==> src/rtl/core/mf3_pkg.sv <==
// shared constants, types and helpers of the 3x3 median filter
package mf3_pkg;

   localparam int MAX_WIDTH     = 1024;
   localparam int MAX_HEIGHT    = 1024;
   localparam int PIXEL_BITS    = 8;
   localparam int COL_BITS      = 10;
   localparam int ROW_BITS      = 10;
   localparam int DIM_BITS      = 11;
   localparam int ADDR_BITS     = $clog2(MAX_WIDTH);
   localparam int LINE_BITS     = 2 * PIXEL_BITS;
   localparam int WIN_SIZE      = 9;
   localparam int RANK_BITS     = $clog2(WIN_SIZE + 1);
   localparam int MAX_RESULTS   = 4;
   localparam int SEL_BITS      = $clog2(MAX_RESULTS);
   localparam int OUTQ_DEPTH    = 8;
   localparam int OUTQ_PTR_BITS = $clog2(OUTQ_DEPTH);
   localparam int OUTQ_CNT_BITS = $clog2(OUTQ_DEPTH + 1);
   localparam int CSR_DATA_BITS = 32;
   localparam int PADDR_BITS    = 3;
   localparam int REG_IDX_BITS  = 1;

   // register indexes
   localparam logic [REG_IDX_BITS-1:0] REG_WIDTH  = 1'b0;
   localparam logic [REG_IDX_BITS-1:0] REG_HEIGHT = 1'b1;

   // results one pixel can release, in raster order
   localparam logic [SEL_BITS-1:0] RES_UP_LEFT = 2'd0;
   localparam logic [SEL_BITS-1:0] RES_UP      = 2'd1;
   localparam logic [SEL_BITS-1:0] RES_LEFT    = 2'd2;
   localparam logic [SEL_BITS-1:0] RES_HERE    = 2'd3;

   typedef logic [PIXEL_BITS-1:0] pixel_type;

   typedef struct packed {
      logic [DIM_BITS-1:0] width;
      logic [DIM_BITS-1:0] height;
   } dims_type;

   typedef struct packed {
      logic [ROW_BITS-1:0] row;
      logic [COL_BITS-1:0] col;
      logic                last;
      logic                eof;
   } tag_type;

   typedef struct packed {
      pixel_type [WIN_SIZE-1:0] vals;
      logic [WIN_SIZE-1:0]      mask;
      tag_type                  tag;
   } job_type;

   typedef struct packed {
      pixel_type median;
      tag_type   tag;
   } result_type;

   function automatic logic [DIM_BITS-1:0] clamp_dim(input logic [DIM_BITS-1:0] v,
                                                     input logic [DIM_BITS-1:0] maxv);
      logic [DIM_BITS-1:0] r;
      if (v == '0) begin
         r = DIM_BITS'(1);
      end else if (v > maxv) begin
         r = maxv;
      end else begin
         r = v;
      end
      return r;
   endfunction

   function automatic logic [RANK_BITS-1:0] count_ones(input logic [WIN_SIZE-1:0] bits);
      logic [RANK_BITS-1:0] n;
      n = '0;
      for (int k = 0; k < WIN_SIZE; k++) begin
         n = n + RANK_BITS'(bits[k]);
      end
      return n;
   endfunction

endpackage

==> src/rtl/core/mf3_outq.sv <==
// result queue with issue credits covering the median pipeline
module mf3_outq (
   input  logic                   clock,
   input  logic                   reset,
   input  logic                   issue,
   output logic                   issue_ok,
   input  logic                   push,
   input  mf3_pkg::result_type    push_result,
   output logic                   rsp_valid,
   input  logic                   rsp_ready,
   output mf3_pkg::result_type    rsp_result
);

   mf3_pkg::result_type               mem_ff [mf3_pkg::OUTQ_DEPTH];
   logic [mf3_pkg::OUTQ_PTR_BITS-1:0] wr_ptr_ff, rd_ptr_ff;
   logic [mf3_pkg::OUTQ_CNT_BITS-1:0] fill_ff, fill_in, occ_ff, occ_in;
   logic                              pop;

   assign rsp_valid  = (fill_ff != '0);
   assign pop        = rsp_valid && rsp_ready;
   assign rsp_result = mem_ff[rd_ptr_ff];
   assign issue_ok   = (occ_ff < mf3_pkg::OUTQ_CNT_BITS'(mf3_pkg::OUTQ_DEPTH));

   always_comb begin
      fill_in = fill_ff;
      occ_in  = occ_ff;
      if (push && !pop) begin
         fill_in = fill_ff + 1'b1;
      end else if (!push && pop) begin
         fill_in = fill_ff - 1'b1;
      end
      if (issue && !pop) begin
         occ_in = occ_ff + 1'b1;
      end else if (!issue && pop) begin
         occ_in = occ_ff - 1'b1;
      end
   end

   always_ff @(posedge clock) begin
      if (reset) begin
         wr_ptr_ff <= '0;
         rd_ptr_ff <= '0;
         fill_ff   <= '0;
         occ_ff    <= '0;
      end else begin
         fill_ff <= fill_in;
         occ_ff  <= occ_in;
         if (push) begin
            wr_ptr_ff <= mf3_pkg::OUTQ_PTR_BITS'(wr_ptr_ff + 1'b1);
         end
         if (pop) begin
            rd_ptr_ff <= mf3_pkg::OUTQ_PTR_BITS'(rd_ptr_ff + 1'b1);
         end
      end
   end

   always_ff @(posedge clock) begin
      if (push) begin
         mem_ff[wr_ptr_ff] <= push_result;
      end
   end

endmodule

==> config.mk <==
export PLATFORM = sky130hd
export DESIGN_NAME = mf3_outq
export DESIGN_NICKNAME = d
export VERILOG_FILES = /design/src/rtl/core/mf3_pkg.sv /design/src/rtl/core/mf3_outq.sv
export SDC_FILE = /design/constraint.sdc
export NUM_CORES = 1
export LEC_CHECK = 0
export BUFFER_PORTS_ARGS = -buffer_cell sky130_fd_sc_hd__buf_2
export CORE_MARGIN = 2
export CORE_UTILIZATION = 47
export DETAILED_ROUTE_END_ITERATION = 12
export SETUP_SLACK_MARGIN = 0.1
export SLEW_MARGIN = 30
export SYNTH_ARGS = -nofsm -noshare
export SYNTH_HDL_FRONTEND = slang
export SYNTH_SLANG_ARGS = --single-unit
==> constraint.sdc <==
create_clock -name clock -period 3.9 [get_ports clock]
set_input_delay 0.195 -clock clock [delete_from_list [all_inputs] [get_ports clock]]
set_output_delay 0.195 -clock clock [all_outputs]
set_load 0.05 [all_outputs]
== Word-level counts from Yosys, hierarchy flattened ==
Memories as Yosys holds them, arrays and structs flattened. A register that Yosys moved wholly into a read port is not among the register bits.
Cells that the tools add are included.

* Reductions and logical operators: 11
* Add/subtract/negate cells: 6
* Muxes and demuxes: 8
* $lt $le $gt $ge: 1

{| class="wikitable"
|+ Operators by type and width
! kind !! count
|-
| 4-bit 2-to-1 mux || 4
|-
| 4-bit by 1-bit adder with 4-bit output (second input constant) || 2
|-
| 4-bit by 1-bit subtractor with 4-bit output (second input constant) || 2
|-
| 3-bit by 1-bit adder with 3-bit output (second input constant) || 2
|-
| 3-bit 2-to-1 mux || 2
|-
| 1-bit logical AND || 5
|-
| 4-bit < comparator (second input constant) || 1
|-
| 2-bit nonzero test || 2
|-
| 4-bit nonzero test || 1
|-
| 1-bit logical NOT || 3
|-
| 1-bit 2-to-1 mux || 2
|}

* Register bits: 14
* Input port bits: 35
* Memories: 1
* RAM bits: 240
* Logic and storage cells: 31

{| class="wikitable"
|+ Memories
! memory !! words !! width !! rd ports !! clocked after memory_dff !! wr ports !! line !! text
|-
| mem_ff || 8 || 30 || 1 || 1 || 1 || mf3_outq.sv:14 || <nowiki>mf3_pkg::result_type mem_ff [mf3_pkg::OUTQ_DEPTH];</nowiki>
|}

== Depth between registers and ports, before layout ==
Gate-level depths: netlist (run 1).

* Word-level depth: 5
* Gate-level depth with buffers: 9
* Depth with buffers taken out: 9

== Worst setup path after synthesis (run 1) ==
OpenSTA, ideal clock, no wires.

* Path kind: flip-flop to flip-flop
* From: register wr_ptr_ff[2] (netlist bit)
* To: memory mem_ff[0][0] (netlist bit) (enable)
* Arrival time: 2.568 ns
* Required time: 3.445 ns
* Stages on the path, launching flop included: 3
* Buffers on the path: 0
* Path slack: 0.878 ns
* Library setup time: 0.455 ns
* Cell sequence: dfxtp_1 nand2b_1 nor3_1

{| class="wikitable"
|+ RTL lines
! element !! line !! text
|-
| from (decl) || mf3_outq.sv:15 || <nowiki>logic [mf3_pkg::OUTQ_PTR_BITS-1:0] wr_ptr_ff, rd_ptr_ff;</nowiki>
|-
| from (signal assigned) || mf3_outq.sv:49 || <nowiki>wr_ptr_ff <= mf3_pkg::OUTQ_PTR_BITS'(wr_ptr_ff + 1'b1);</nowiki>
|-
| to (decl) || mf3_outq.sv:14 ||
|}

Straight into the memory's write port.

==> metrics.txt, run 1 <==
Post-Layout Cell Count=856; Pleak=4.086 nW; max incr delay on CP=630 ps; worst-path fanout max=38; final core utilization=56.99%; Max stage delay cell, worst path=dfxtp_4; Reg2Reg Setup Slack=1190 ps; FP Rows=53; drt drc=0; Starting Density=47.89%; clk buf depth=3; Routed Antenna Nets=0; Total GRT Usage=around 17%; Slew headroom=between 40% and 50%; Mapped Cells=between 400 and 500; Seq cells post-synth=257; # IOs=67; Setup TNS=0 ps; clk_skew=15.12 ps; Slew Viols, Final=0; post-CTS setup buffers=0; post-detail-place hpwl=between 10 and 15 mm; vias in the first global route=just under 5000; fin crit share=between 70% and 80%; total power draw=7.629 mW; die height=150.6 um; Setup crit end=rsp_result[27]; CTS tree=yes; Area Growth Syn to Fin=19.01%; # setup viols final=0; Mapped Area=slightly above 0.01 mm2; Crit path required time=around 3700 ps; Cell Chain, Critical Path=buf_16 -> mux4_1 -> mux2_2 -> buf_2; dpl cell area=0.01082 mm2; drt wl/cell=roughly 21 um; CTS clk-pin slew, worst paths=60 ps; DIE WIDTH=150.6 um; clk_lat worst skew=520 ps; peak supply drop=0.0003784 V; Worst R2R Path Depth=9; Max Cap Viol=0; first-pass GRT wire length=27.92 mm; Placed Cells=777; clock sinks=257; Final min period=2783 ps; largest net degree at the start of global routing=39; CTS root buf=clkbuf_16; layout cell share with drive strength beyond 1=approximately 28%; Avg Cell Area, Syn=22.74 um2; Worst R2R End=occ_ff[3]; HP Class=primary input to register; Num CTS Buffers=27; Worst Path Class, Setup=register to output port; post-route cell area=0.01202 mm2; total number of vias=4674; core area=around 0.021 mm2; Slew @ Worst Pin=887.8 ps; Final Hold Fails=0; ant diodes=0; post-synthesis cell type count=22; startpoint types=register; die area=0.02267 mm2; Setup crit end kind=output port; initial antenna violation count=0; Power Dens Cells=634.8 mW/mm2; initial drt markers=240; largest area contributor in the netlist=edfxtp_1; f_max=between 300 and 400 MHz; net count reported at finish=between 600 and 700; RSZ-0062 raised after global routing=false; Synth Net Count=489; drt via density=5.460; Critical Path AT=2590 ps; grt ovf=0; placer congestion estimate=0.7372; CTS HTree Levels=1; drt pass-1 iters=5; final wirelength=18.30 mm; Reg2Reg Launch Point=fill_ff[0]; top-area cell type share of the netlist area=71.37%; sequential-to-total area share from yosys stat=approximately three quarters; synth warn=0; port buffer count=66; outcome=finished clean; ranking of synthesized cells by area=edfxtp_1 (71%), mux4_1 (16%), mux2_2 (3.6%)
-- cell usage after synthesis, drive strengths merged --
master and number:
a21oi 5, nor2b 1, edfxtp 240, xor2 5, or4 1, mux2 32
a211oi 2, nand2 5, a31oi 2, mux4 60, clkbuf 14, mux2i 3
dfxtp 17, nor2 25, nand3 4, inv 3, fa 2, nand2b 3
nor3 2, xnor2 3, buf 7, ha 8
-- kinds of logic after synthesis --
kind of cell	Yosys count	share of synthesized area (%)
xor+xnor	8	0.6939
compound gates	9	0.5203
mux	95	19.48
flops	257	74.74
fa+ha+maj	10	1.388
buf+inv	24	1.412
simple gates	41	1.772
-- critical path, delay by kind of cell, from the launching register on --
kind | cells | cell delay, ps
DFF | 1 | 630
muxes | 2 | 900
buffers and inverters | 2 | 530
-- where the power goes --
group,switching [mW],internal (mW)
sequential,0.146,3.14
combinational,1.06,0.777
clock,0.966,1.54
-- layer usage --
| metal | global-route usage [%] | part of all wire (%) | up-vias |
|---|---|---|---|
| met3 | 2.848 | 4.8 | 20 |
| met1 | 21.68 | 42 | 2415 |
| met5 | 0 | 0 | - |
| met4 | 4.159 | 1.5 | 0 |
| met2 | 28.93 | 51 | 107 |
| li1 | - | - | 2132 |
-- worst min path at each step --
stage	start	endpoint	slack (ps)	cells after the start
3_5_place_dp	push_result[27]	mem_ff[4][27]	460	1
6_report	reset	occ_ff[0]	40	2
2_1_floorplan	push_result[0]	mem_ff[0][0]	290	0
4_1_cts	reset	occ_ff[0]	30	2
3_3_place_gp	push_result[2]	mem_ff[0][2]	450	1
5_1_grt	reset	occ_ff[0]	60	2
-- final cells by class --
class                           count  area (um2)
Inverter                            3       11.26
Clock inverter                     13       138.9
Timing Repair Buffer              110       758.2
Tap cell                          275       344.1
Clock buffer                       35       745.7
Sequential cell                   257        7556
Multi-Input combinational cell    163        2464
Fill cell                        1599        9070
-- registers in the layout (all words and copies together) (netlist names), named ones only --
signal	count
fill_ff	4
occ_ff	4
wr_ptr_ff	3
rd_ptr_ff	3
mem_ff	240
-- through the flow --
step	setup WS, ps	hold WS (ps)
after global placement	1322	453.4
after global routing	988.5	61.51
after floorplan	877.7	293.9
final	1117	40.24
after detailed placement	1234	462.3
after CTS	1064	28.13
-- repair_timing --
action,4_1_cts,5_1_grt
hold endpoints to repair,242,0
resized for setup,0,0
hold buffers,31,0
-- cell usage in the layout, fill, tap and decap left out, types with 6 or more instances in the layout --
| cell type | count |
|---|---|
| mux2_2 | 32 |
| edfxtp_1 | 240 |
| clkbuf_16 | 27 |
| ha_1 | 8 |
| buf_2 | 66 |
| buf_4 | 12 |
| nor2_1 | 19 |
| dfxtp_1 | 14 |
| dlygate4sd3_1 | 31 |
| nor2_4 | 6 |
| mux4_1 | 60 |
No activity file was read; power rests on OpenSTA's default activity.
==> inputs of run 2 (changes only) <==
--- a/config.mk
+++ b/config.mk
@@ -9,6 +9,7 @@
 export CORE_MARGIN = 2
 export CORE_UTILIZATION = 47
 export DETAILED_ROUTE_END_ITERATION = 12
+export PLACE_DENSITY = 0.67
 export SETUP_SLACK_MARGIN = 0.1
 export SLEW_MARGIN = 30
 export SYNTH_ARGS = -nofsm -noshare
==> constraint.sdc (replaced) <==
create_clock -name clock -period 2.4 [get_ports clock]
set_input_delay 0.12 -clock clock [delete_from_list [all_inputs] [get_ports clock]]
set_output_delay 0.12 -clock clock [all_outputs]
set_load 0.05 [all_outputs]
==> run 2 against run 1 <==
Clock power is 68% higher. Clock-buffer cell count down 7. Critical path depth is 2 higher. Worst setup slack worse by 1100 ps. Utilization rose by 3.3 points. Largest cell class unchanged. Highest routed layer unchanged.
==> metrics.txt, run 2 (synthesis results as in run 1) <==
clk_skew=3.273 ps (-11.85 ps); Worst Path Class, Setup=register to output port; Placed Cells=784 (+0.90%); Pleak=4.259 nW (+4.2%); die height=150.6 um (unchanged); Num CTS Buffers=26 (-3.7%); CTS clk-pin slew, worst paths=60 ps (about the same); Largest register FFs=240 (unchanged); Final WS setup=42.37 ps (-1074 ps); total power draw=14.02 mW (+84%); grt ovf=0 (unchanged); outcome=finished clean; ant diodes=0 (unchanged); initial antenna violation count=0 (unchanged); most frequent cells in the layout=edfxtp_1 (240), mux4_2 (50), buf_2 (36), dlygate4sd3_1 (33), clkbuf_16 (26); f_max=424.2 MHz; DIE WIDTH=150.6 um (unchanged); CTS HTree Levels=1 (unchanged); dpl cell area=0.01098 mm2 (+1.5%); Slew @ Worst Pin=612.2 ps (-275.7 ps); port buffer count=66 (unchanged); Slew Viols, Final=0 (unchanged); RSZ-0062 raised after global routing=true; clock sinks=257 (unchanged); peak supply drop=0.0007189 V (+90%); # setup viols final=0 (unchanged); Post-Layout Cell Count=879 (+2.7%); Crit path required time=2280 ps (-1420 ps); Max Cap Viol=0 (unchanged); Max stage delay cell, worst path=mux4_2; drt pass-1 iters=4 (-1); Cell Chain, Critical Path=buf_6 -> buf_12 -> buf_16 -> mux4_2 -> mux2_4 -> buf_8; largest register by flop count=mem_ff; CTS root buf=clkbuf_16; Critical Path AT=2240 ps (-350 ps); clk_lat worst skew=510 ps (about the same); layout cell share with drive strength beyond 1=41.56% (+14 points); drt drc=0 (unchanged); Slew headroom=59.19% (+19 points); worst-path fanout max=8 (-79%); worst path bufs/invs=4 (+2); clk buf depth=3 (unchanged); fin crit share=roughly 98%; total number of vias=4823 (+3.2%); Final min period=around 2400 ps; vias in the first global route=5233 (+6.0%); Routed Antenna Nets=0 (unchanged); Crit path max-delay family=multiplexers; # IOs=67 (unchanged); FP Rows=53 (unchanged); Setup crit end kind=output port; post-route cell area=0.01272 mm2 (+5.9%); final core utilization=60.33% (+3.3 points); Total GRT Usage=18.42% (+1.9 points); die area=0.02267 mm2 (unchanged); first-pass GRT wire length=31.06 mm (+11%); Top Registers=mem_ff: 240 flops, fill_ff: 4 flops, occ_ff: 4 flops; # fillers=1489 (-6.9%); startpoint types=register; net count reported at finish=629 (+3.6%); post-detail-place hpwl=10.46 mm (+3.9%); final wirelength=20.22 mm (+11%); placer congestion estimate=0.6944 (-5.8%); largest net degree at the start of global routing=61 (+56%); initial drt markers=322 (+34%); Starting Density=47.89% (unchanged); Final Hold Fails=0 (unchanged); Power Dens Cells=1102 mW/mm2 (+74%); drt via density=5.487 (+0.49%); commonest non-fill, non-tap cell in the layout=edfxtp_1; core area=0.02109 mm2 (unchanged); drt wl/cell=23.00 um (+7.6%); max incr delay on CP=520 ps (-110 ps); Setup WS pre-CTS=-17.16 ps (-1251 ps); Area Growth Syn to Fin=25.98%; CTS tree=yes; HP Class=primary input to register
[run 2: cell types whose count changed in the layout (fill, tap and decap cells not counted), moves of 5 or more]
cell    before  now
ha_1         8    2
buf_12       0    8
ha_4         0    5
buf_6        0    9
buf_8        0   22
buf_4       12   19
buf_2       66   36
mux2_4       0   24
mux2_2      32    8
mux4_2       0   50
mux4_1      60   10
buf_16       1    6
[run 2: cell type report]
| cell class | instances | area (um2) | area share [%] |
|---|---|---|---|
| Timing Repair Buffer | 133 | 1410 | 11.08 |
| Multi-Input combinational cell | 163 | 2494 | 19.60 |
| Inverter | 3 | 11.26 | 0.08851 |
| Clock buffer | 28 | 658.1 | 5.173 |
| Sequential cell | 257 | 7557 | 59.40 |
| Clock inverter | 20 | 247.7 | 1.947 |
| Tap cell | 275 | 344.1 | 2.705 |
[run 2: final timing paths]
| path | startpoint | endpoint | slack, ps | depth (start not counted) |
|---|---|---|---|---|
| max | register | rsp_result[29] | 40 | 6 |
| min | issue | occ_ff[2] | 60 | 4 |
| max reg2reg | fill_ff[3] | occ_ff[3] | 80 | 9 |
| min reg2reg | rd_ptr_ff[1] | register | 490 | 2 |
[run 2: through the flow]
stage	hold WS, ps	TNS [ps]
2_1_floorplan	218.9	0
3_3_place_gp	374.8	0
3_5_place_dp	391.4	-17.16
4_1_cts	46.39	0
5_1_grt	87.61	0
6_report	64.11	0
[run 2: metal layers]
metal,GRT usage (%),wire length (um)
met1,24.80,8428
met2,31.36,10420
met3,3.848,1103
met4,3.879,267
met5,0,0
[run 2: power breakdown]
part           total (mW)  switching (mW)  internal (mW)
Sequential           5.23           0.129           5.11
Clock                4.19            1.65           2.54
Combinational        4.60            2.26           2.34
[run 2: worst min-delay path: cells and delay by family]
kind            cells  cell delay, ps
fa+ha+maj           1             170
simple gates        1              70
buf+inv             1             110
compound gates      1              70
[run 2: what timing repair did]
item | CTS | global route
hold buffers | 33 | 0
buffers inserted | 8 | 1
gates cloned | 5 | 0
setup endpoints to repair | 32 | 31
hold endpoints to repair | 253 | 0
pin swaps | 5 | 3
resized for setup | 167 | 10
==> inputs of run 3 (changes only) <==
--- a/config.mk
+++ b/config.mk
@@ -6,6 +6,7 @@
 export NUM_CORES = 1
 export LEC_CHECK = 0
 export BUFFER_PORTS_ARGS = -buffer_cell sky130_fd_sc_hd__buf_2
+export CORE_ASPECT_RATIO = 1.2
 export CORE_MARGIN = 2
 export CORE_UTILIZATION = 47
 export DETAILED_ROUTE_END_ITERATION = 12
==> run 3 against run 2 <==
Sequential power about the same. Sequential share of layout area up 0.99 points. Clock-buffer cell count up 8. Largest power group unchanged. Critical path type unchanged. Via count down 1.3%. Critical endpoint is now rsp_result[7]. Critical path depth down 1. Highest routed layer unchanged. Hold slack worse by 25 ps.
==> metrics.txt, run 3 (synthesis results as in run 1) <==
outcome=finished clean; most frequent cells in the layout=edfxtp_1 (240), buf_2 (36), mux4_1 (35), dlygate4sd3_1 (32), buf_6 (30); Num CTS Buffers=26 (unchanged); Worst R2R Path Depth=9 (unchanged); HP Class=primary input to register; M3 GR Usage=3.438% (-0.41 points); Power Dens Cells=1065 mW/mm2 (-3.4%); critical path's most frequent cell=buf_6; FF+latch area=0.007556 mm2 (about the same); initial drt markers=209 (-35%); GR Util met2=29.40% (-2.0 points); Int Pwr=9.522 mW (-4.6%); ant diodes=0 (unchanged); port buffer count=66 (unchanged); worst hold stages=3 (-1); grt ovf=0 (unchanged); Slew headroom=63.47% (+4.3 points); WHS Endpoint=wr_ptr_ff[0]; Routed Antenna Nets=0 (unchanged); fin crit share=96.32% (-1.9 points); HP Start=push; placer congestion estimate=0.6984 (+0.58%); # setup viols final=0 (unchanged); DIE WIDTH=137.8 um (-8.5%); die area=0.02268 mm2 (about the same); Area Growth Syn to Fin=23.89%; largest register by flop count=mem_ff; dpl cell area=0.01098 mm2 (about the same); die height=164.6 um (+9.3%); drt via density=5.438 (-0.90%); Reg2Reg Setup Slack=120 ps (+40 ps); Max Cap Viol=0 (unchanged); gr busiest metal=met2; Worst Path Class, Setup=register to output port; worst-path fanout max=6 (-2); CTS tree=yes; first-pass GRT wire length=28.33 mm (-8.8%); Final Hold Fails=0 (unchanged); Starting Density=47.98% (+0.097 points); Logic pwr share=30.5% (-2.3 points); total number of vias=4758 (-1.3%); post-route cell area=0.01251 mm2 (-1.7%); sw power=3.798 mW (-6.0%); Critical Path AT=2190 ps (-50 ps); clk_skew=13.71 ps (+10.44 ps); f_max=432.6 MHz (+2.0%); met1 Use GR=21.89% (-2.9 points); Pleak=4.234 nW (-0.59%); layout cell share with drive strength beyond 1=36.69% (-4.9 points); drt drc=0 (unchanged); multi-input logic area=0.002505 mm2 (+0.45%); final core utilization=59.45% (-0.88 points); peak supply drop=0.0007449 V (+3.6%); CTS HTree Levels=1 (unchanged); CTS clk-pin slew, worst paths=60 ps (about the same); clk_lat worst skew=520 ps (about the same); max incr delay on CP=550 ps (+30 ps); sw frac=28.52% (-0.30 points); # fillers=1528 (+2.6%); Largest register FFs=240 (unchanged); startpoint types=register; RSZ-0062 raised after global routing=true; Sequential Power Share=39.2% (+1.9 points); Slew Viols, Final=0 (unchanged); worst path bufs/invs=3 (-1); Slew @ Worst Pin=546.2 ps (-65.99 ps); Top Registers=mem_ff: 240 flops, fill_ff: 4 flops, occ_ff: 4 flops; final wirelength=18.98 mm (-6.2%); clk buf depth=3 (unchanged); Final min period=2312 ps (-45.86 ps); initial antenna violation count=0 (unchanged); CTS root buf=clkbuf_16; Reg2Reg Launch Point=fill_ff[3]; Setup TNS=0 ps (unchanged); vias in the first global route=4963 (-5.2%); net count reported at finish=630 (+0.16%); commonest non-fill, non-tap cell in the layout=edfxtp_1; clock sinks=257 (unchanged); core area=0.02105 mm2 (-0.20%); # IOs=67 (unchanged); largest net degree at the start of global routing=35 (-43%); Cell Chain, Critical Path=buf_12 -> buf_6 -> mux4_1 -> mux2_4 -> buf_6; post-detail-place hpwl=10.70 mm (+2.3%); Crit path required time=2280 ps (about the same); Setup crit end kind=output port; Crit path max-delay family=multiplexers; Worst R2R End=occ_ff[3]; drt wl/cell=21.69 um (-5.7%); Clock Power Share=30.2% (+0.3 points); Max stage delay cell, worst path=mux4_1; FP Rows=58 (+9.4%); Total GRT Usage=16.86% (-1.6 points); drt pass-1 iters=6 (+2)
[run 3: changes by cell type in the layout (fill, tap and decap cells not counted), moves of 6 or more]
cell and delta:
mux4_1 +25, mux4_2 -25, buf_6 +21, buf_8 -17
mux2_2 +16, mux2_4 -16, buf_4 +6
[run 3: repair_timing]
| action | 4_1_cts | 5_1_grt |
|---|---|---|
| gates resized for setup | 62 | 53 |
| cloned | 0 | 1 |
| pin swaps | 3 | 3 |
| hold buffers | 32 | 0 |
| endpoints found under the setup margin | 32 | 31 |
| buffers inserted | 7 | 2 |
| hold endpoints to repair | 253 | 0 |
[run 3: final cells by class]
class,instances,area share (%)
multi-input combinational,163,20.02
timing repair buffer,134,9.861
inverter,3,0.09001
sequential,257,60.40
tap,270,2.700
clock inverter,12,1.100
clock buffer,36,5.831
[run 3: power groups by stage]
stage,Clock (mW),Sequential [mW],Combinational (mW)
global route,4.30,5.25,4.32
CTS,4.10,5.22,3.79
floorplan,0,5.27,2.59
finish,4.03,5.23,4.07
global placement,0,5.36,3.11
detailed placement,0,5.38,3.18
[run 3: worst max-delay path by stage]
stage | startpoint | end | slack [ps] | depth (start not counted)
4_1_cts | register | rsp_result[3] | 10 | 5
3_5_place_dp | fill_ff[3] | occ_ff[3] | 50 | 9
3_3_place_gp | fill_ff[3] | occ_ff[3] | 100 | 9
5_1_grt | register | rsp_result[18] | 40 | 5
6_report | register | rsp_result[7] | 90 | 5
2_1_floorplan | fill_ff[1] | occ_ff[3] | 30 | 9
[run 3: metal layers]
metal  part of all wire [%]  wire length [um]
met1                     43              8097
met2                     52              9790
met3                    4.8               908
met4                   0.94               179
met5                      0                 0
[run 3: stage by stage]
stage,power [mW],hold slack [ps],cells,setup WS [ps]
finish,13.32,38.99,875,88.23
global route,13.87,29.16,875,35.06
CTS,13.11,21.75,872,10.36
detailed placement,8.560,389.0,785,45.95
global placement,8.466,373.4,785,95.23
floorplan,7.867,218.9,444,34.42
[run 3: worst reg2reg max path: stages (launching register included)]
cell      delay (ps)
dfxtp_2          320
or4_4            550
nand2_4          110
ha_4             140
inv_2             60
ha_4             240
a21oi_4          140
a211oi_1          80
a31oi_1          180
mux2_2           350
